[config.mk]
export PLATFORM = sky130hd
export DESIGN_NAME = flpmq_store
export DESIGN_NICKNAME = d
export VERILOG_FILES = /design/src/rtl/flpmq_pkg.sv /design/src/rtl/flpmq_store.sv
export SDC_FILE = /design/constraint.sdc
export NUM_CORES = 2
export LEC_CHECK = 0
export BUFFER_PORTS_ARGS = -buffer_cell sky130_fd_sc_hd__buf_4
export CAP_MARGIN = 15
export CORE_MARGIN = 1.5
export CORE_UTILIZATION = 30
export DETAILED_ROUTE_END_ITERATION = 10
export SLEW_MARGIN = 20
export SYNTH_ARGS = -nofsm -noshare
export SYNTH_HDL_FRONTEND = slang
export SYNTH_SLANG_ARGS = --single-unit
[constraint.sdc]
create_clock -name clk -period 7.2 [get_ports clk]
set_input_delay 0.72 -clock clk [delete_from_list [all_inputs] [get_ports clk]]
set_output_delay 0.72 -clock clk [all_outputs]
set_load 0.02 [all_outputs]
[src/rtl/flpmq_pkg.sv]
// ----------------------------------------------------------------------------
// flpmq_pkg
// Shared codes and field widths of the four-level priority message queue.
// ----------------------------------------------------------------------------
`default_nettype none
package flpmq_pkg;

  localparam logic [1:0] CMD_ENQ      = 2'd0;
  localparam logic [1:0] CMD_DEQ      = 2'd1;
  localparam logic [1:0] CMD_DEQ_TYPE = 2'd2;
  localparam logic [1:0] CMD_DEQ_RECV = 2'd3;

  localparam logic [1:0] ST_DONE    = 2'd0;
  localparam logic [1:0] ST_DROPPED = 2'd1;
  localparam logic [1:0] ST_REFUSED = 2'd2;
  localparam logic [1:0] ST_EMPTY   = 2'd3;

  localparam logic [15:0] RECV_BROADCAST = 16'hFFFF;

  localparam int TYPE_BITS = 8;
  localparam int RECV_BITS = 16;

endpackage
`default_nettype wire

[src/rtl/flpmq_store.sv]
// ----------------------------------------------------------------------------
// flpmq_store
// Entry and link memories, each one write port and one registered read port.
// ----------------------------------------------------------------------------
`default_nettype none
module flpmq_store #(
  parameter int DEPTH = 64,
  parameter int HW    = 32,
  parameter int AW    = 6
) (
  input  wire logic                       clk,
  input  wire logic                       ent_we,
  input  wire logic [AW-1:0]              ent_waddr,
  input  wire logic [HW-1:0]              ent_whandle,
  input  wire logic [flpmq_pkg::TYPE_BITS-1:0] ent_wtype,
  input  wire logic [flpmq_pkg::RECV_BITS-1:0] ent_wrecv,
  input  wire logic [AW-1:0]              ent_raddr,
  output logic [HW-1:0]                   ent_rhandle,
  output logic [flpmq_pkg::TYPE_BITS-1:0] ent_rtype,
  output logic [flpmq_pkg::RECV_BITS-1:0] ent_rrecv,
  input  wire logic                       lnk_we,
  input  wire logic [AW-1:0]              lnk_waddr,
  input  wire logic [AW-1:0]              lnk_wdata,
  input  wire logic [AW-1:0]              lnk_raddr,
  output logic [AW-1:0]                   lnk_rdata
);

  localparam int EW = HW + flpmq_pkg::TYPE_BITS + flpmq_pkg::RECV_BITS;

  logic [EW-1:0] ent_mem [DEPTH];
  logic [AW-1:0] lnk_mem [DEPTH];
  logic [EW-1:0] ent_q;

  always_ff @(posedge clk) begin
    if (ent_we) begin
      ent_mem[ent_waddr] <= {ent_whandle, ent_wtype, ent_wrecv};
    end
    ent_q <= ent_mem[ent_raddr];
  end

  always_ff @(posedge clk) begin
    if (lnk_we) begin
      lnk_mem[lnk_waddr] <= lnk_wdata;
    end
    lnk_rdata <= lnk_mem[lnk_raddr];
  end

  assign ent_rhandle = ent_q[EW-1 -: HW];
  assign ent_rtype   = ent_q[flpmq_pkg::RECV_BITS +: flpmq_pkg::TYPE_BITS];
  assign ent_rrecv   = ent_q[flpmq_pkg::RECV_BITS-1:0];

endmodule
`default_nettype wire

==> results.py <==
metrics = {
    "timing": {
        "slew_headroom_pct": 19.4,
        "max_freq_mhz": 287,
        "setup_tns_ps": 0,
        "rsz0062_at_grt": "no",
        "hold_viol_final": 0,
        "fin_skew_ps": 101,
        "setup_viol": 0,
        "fin_worst_hold_slack_ps": 183,
        "worst_pin_slew_ps": 1210,
        "slew_violations": 0,
        "timing.final.crit_share_pct": 48.4,
        "fin_crit_ps": 3490,
    },
    "floorplan": {
        "die_x_um": 714,
        "ios": 151,
        "num_rows": 260,
        "die-area_um2": 510000,
        "core_area_um2": 502000,
        "fp.dieH_um": 714,
        "start_util_pct": 30.2,
    },
    "grt": {
        "grt_max_degree": 119,
        "grt_usage_pct": 16.2,
        "antenna_found_initial": 37,
        "grt_first_pass_wirelength_mm": 588,
        "overflow": 0,
        "first_global_vias": 73800,
    },
    "cts": {
        "cts_setup_buffers": 0,
        "cts_resized": 0,
        "clk_latency_ps": 1020,
        "clk_pin_slew_ps": 60,
        "clock_path_buffers": 4,
        "numClockSinks": 4030,
        "h-tree-depth": 5,
        "cts_inserted_buffers": 384,
        "cts_tree": "done",
        "cts_root_buf": "clkbuf_16",
        "hold_buffers": 0,
    },
    "worst_setup_path": {
        "crit_path_end_kind": "register",
        "worst_setup_path_start_kind": "primary input",
        "critical_path_class": "primary input to register",
        "r2r_start": "ent_mem[15][5]$_DFFE_PP_",
        "path_cells": "buf_8, and2_1, nand2_2, buf_4, o22ai_1, nor4_1, o22a_1",
        "arrival_ps": 4350,
        "crit_required_ps": 8060,
        "cp_max_fo": 71,
        "slowest_delay_ps": 970,
        "startpoint": "ent_raddr[2]",
        "cp_slowest_cell": "nor4_1",
    },
    "hold_path": {
        "hold_start": "lnk_raddr[5]",
        "hold_path_class": "primary input to register",
    },
    "placed_design": {
        "gp_congestion": 0.798,
        "dp.final_hpwl_mm": 239,
        "placedCellCount": 13200,
        "port-buffer-count": 150,
    },
    "yosys": {
        "synth_fp_nets": 6599,
        "synth_warnings": 0,
        "avgSynthCellArea_um2": 23.3,
        "synth_ff_type": "edfxtp_1",
        "netlist_area_um2": 152000,
        "synth_top_cell_by_area": "edfxtp_1",
        "synth_cells": 6510,
        "synthArstFlopShare_pct": 0,
        "synth_edf_count": 3968,
        "synth_seq_area_share_pct": 79.4,
        "ys_types": 49,
        "synth_top_area_share_pct": 78.6,
        "ys_top_cells_by_area": "edfxtp_1, mux4_2, mux2i_1",
        "ys_seq_elements": 4030,
    },
    "layout": {
        "synthToLayoutAreaGrowth_pct": 14.8,
        "fill_cells": 46100,
        "layout_commonest_cell": "edfxtp_1",
        "stdcell_count": 13900,
        "layout_common_cells": "edfxtp_1, mux4_2, clkbuf_16, buf_4, o22ai_1",
        "nNetsFinal": 6974,
        "drive_gt1_share_pct": 27.1,
        "multi_input_comb_area_um2": 29800,
        "regArea_um2": 120000,
    },
    "routing": {
        "vias": 73300,
        "viasPerCell": 5.28,
        "first_pass_iters": 5,
        "drc": 0,
        "drt-initial-drc-count": 9218,
        "totalWireLength_mm": 424,
        "ant_nets": 0,
        "wl_per_cell_um": 30.5,
    },
    "pwr": {
        "seqPwrFrac_pct": 53.8,
        "intPower_mw": 38.1,
        "peakVddDrop_mv": 0.223,
        "leakage_nw": 52.9,
        "p_clk_share_pct": 41.4,
        "p_per_area_nw_per_um2": 279,
        "comb_power_share_pct": 4.8,
        "switching_share_pct": 21.5,
        "p_sw_mw": 10.4,
    },
    "flow_run": {
        "drv_cap": 0,
    },
    "run_status": {
        "status": "completed",
    },
}
-- power groups by stage --
stage | logic [mW] | clock network, mW | registers (mW)
after floorplan | 1.23 | 0 | 26.6
after global placement | 2.32 | 0 | 26.6
after detailed placement | 2.37 | 0 | 26.6
after CTS | 2.37 | 20.3 | 26.1
after global routing | 2.47 | 21.2 | 26.1
final | 2.34 | 20.1 | 26.1
-- registers in the layout (all words and copies together), names as in the netlist --
register   cells
ent_mem     3584
lnk_mem      384
ent_q         56
lnk_rdata      6
-- worst paths after layout --
path | cells past startpoint | slack (ps) | end
worst max-delay path | 7 | 3710 | ent_q[53]$_DFF_P_
worst min-delay path | 2 | 180 | lnk_rdata[2]$_DFF_P_
worst max register to register | 5 | 5100 | ent_q[5]$_DFF_P_
worst min register to register | 4 | 880 | lnk_rdata[4]$_DFF_P_
-- cells in the mapped netlist, types with 36 or more instances --
cell type and n:
a21oi_1 60, buf_2 101, buf_4 97, clkbuf_1 123, dfxtp_1 62, edfxtp_1 3968
mux2i_1 171, mux4_2 950, nand2_1 59, nor2_1 170, nor3_1 47, nor4_1 39
o221ai_1 43, o22a_1 36, o22ai_1 267
-- stage by stage --
step                      cell area [um^2]  util, %  setup WS (ps)  total power [mW]
after CTS                           174000     34.6           3840              48.8
after global placement              161000     32.1           2710              28.9
after detailed placement            162000     32.2           2770              29.0
after global routing                174000     34.7           3770              49.7
final                               174000     34.7           3710              48.5
after floorplan                     152000        -           2830              27.8
-- metal layers --
| metal | wire (um) | vias up | global-route usage [%] |
|---|---|---|---|
| li1 | - | 28800 | - |
| met1 | 168000 | 40300 | 21.4 |
| met2 | 210000 | 3453 | 27.5 |
| met3 | 32800 | 689 | 2.59 |
| met4 | 12900 | 18 | 4.60 |
| met5 | 129 | - | 0 |
-- kinds of logic (layout without fill, tap and decap cells) --
logic type             after synthesis  in the layout  share of synthesized area, %
flip-flops                        4030           4030                          79.4
AND/OR/NAND/NOR                    406            406                          1.25
AO/OA/AOI/OAI                      563            563                          2.54
multiplexers                      1153           1153                          15.5
other                                0              3                             0
buffers and inverters              358           1041                          1.29
-- cell type report --
type                    count  share of cell area [%]
diodes                      3                 0.00431
well taps                6681                    4.80
clock buffers             500                    5.95
multi-input cells        2122                    17.1
repair buffers            345                    1.77
flip-flops and latches   4030                    69.2
clock inverters           194                    1.16
inverters                   2                 0.00431
-- critical path, delay by kind of cell --
family / cells / cell delay [ps]
simple gates: 3 / 2140
buf+inv: 2 / 890
compound gates: 2 / 430
No activity file was read; power rests on OpenSTA's default activity.
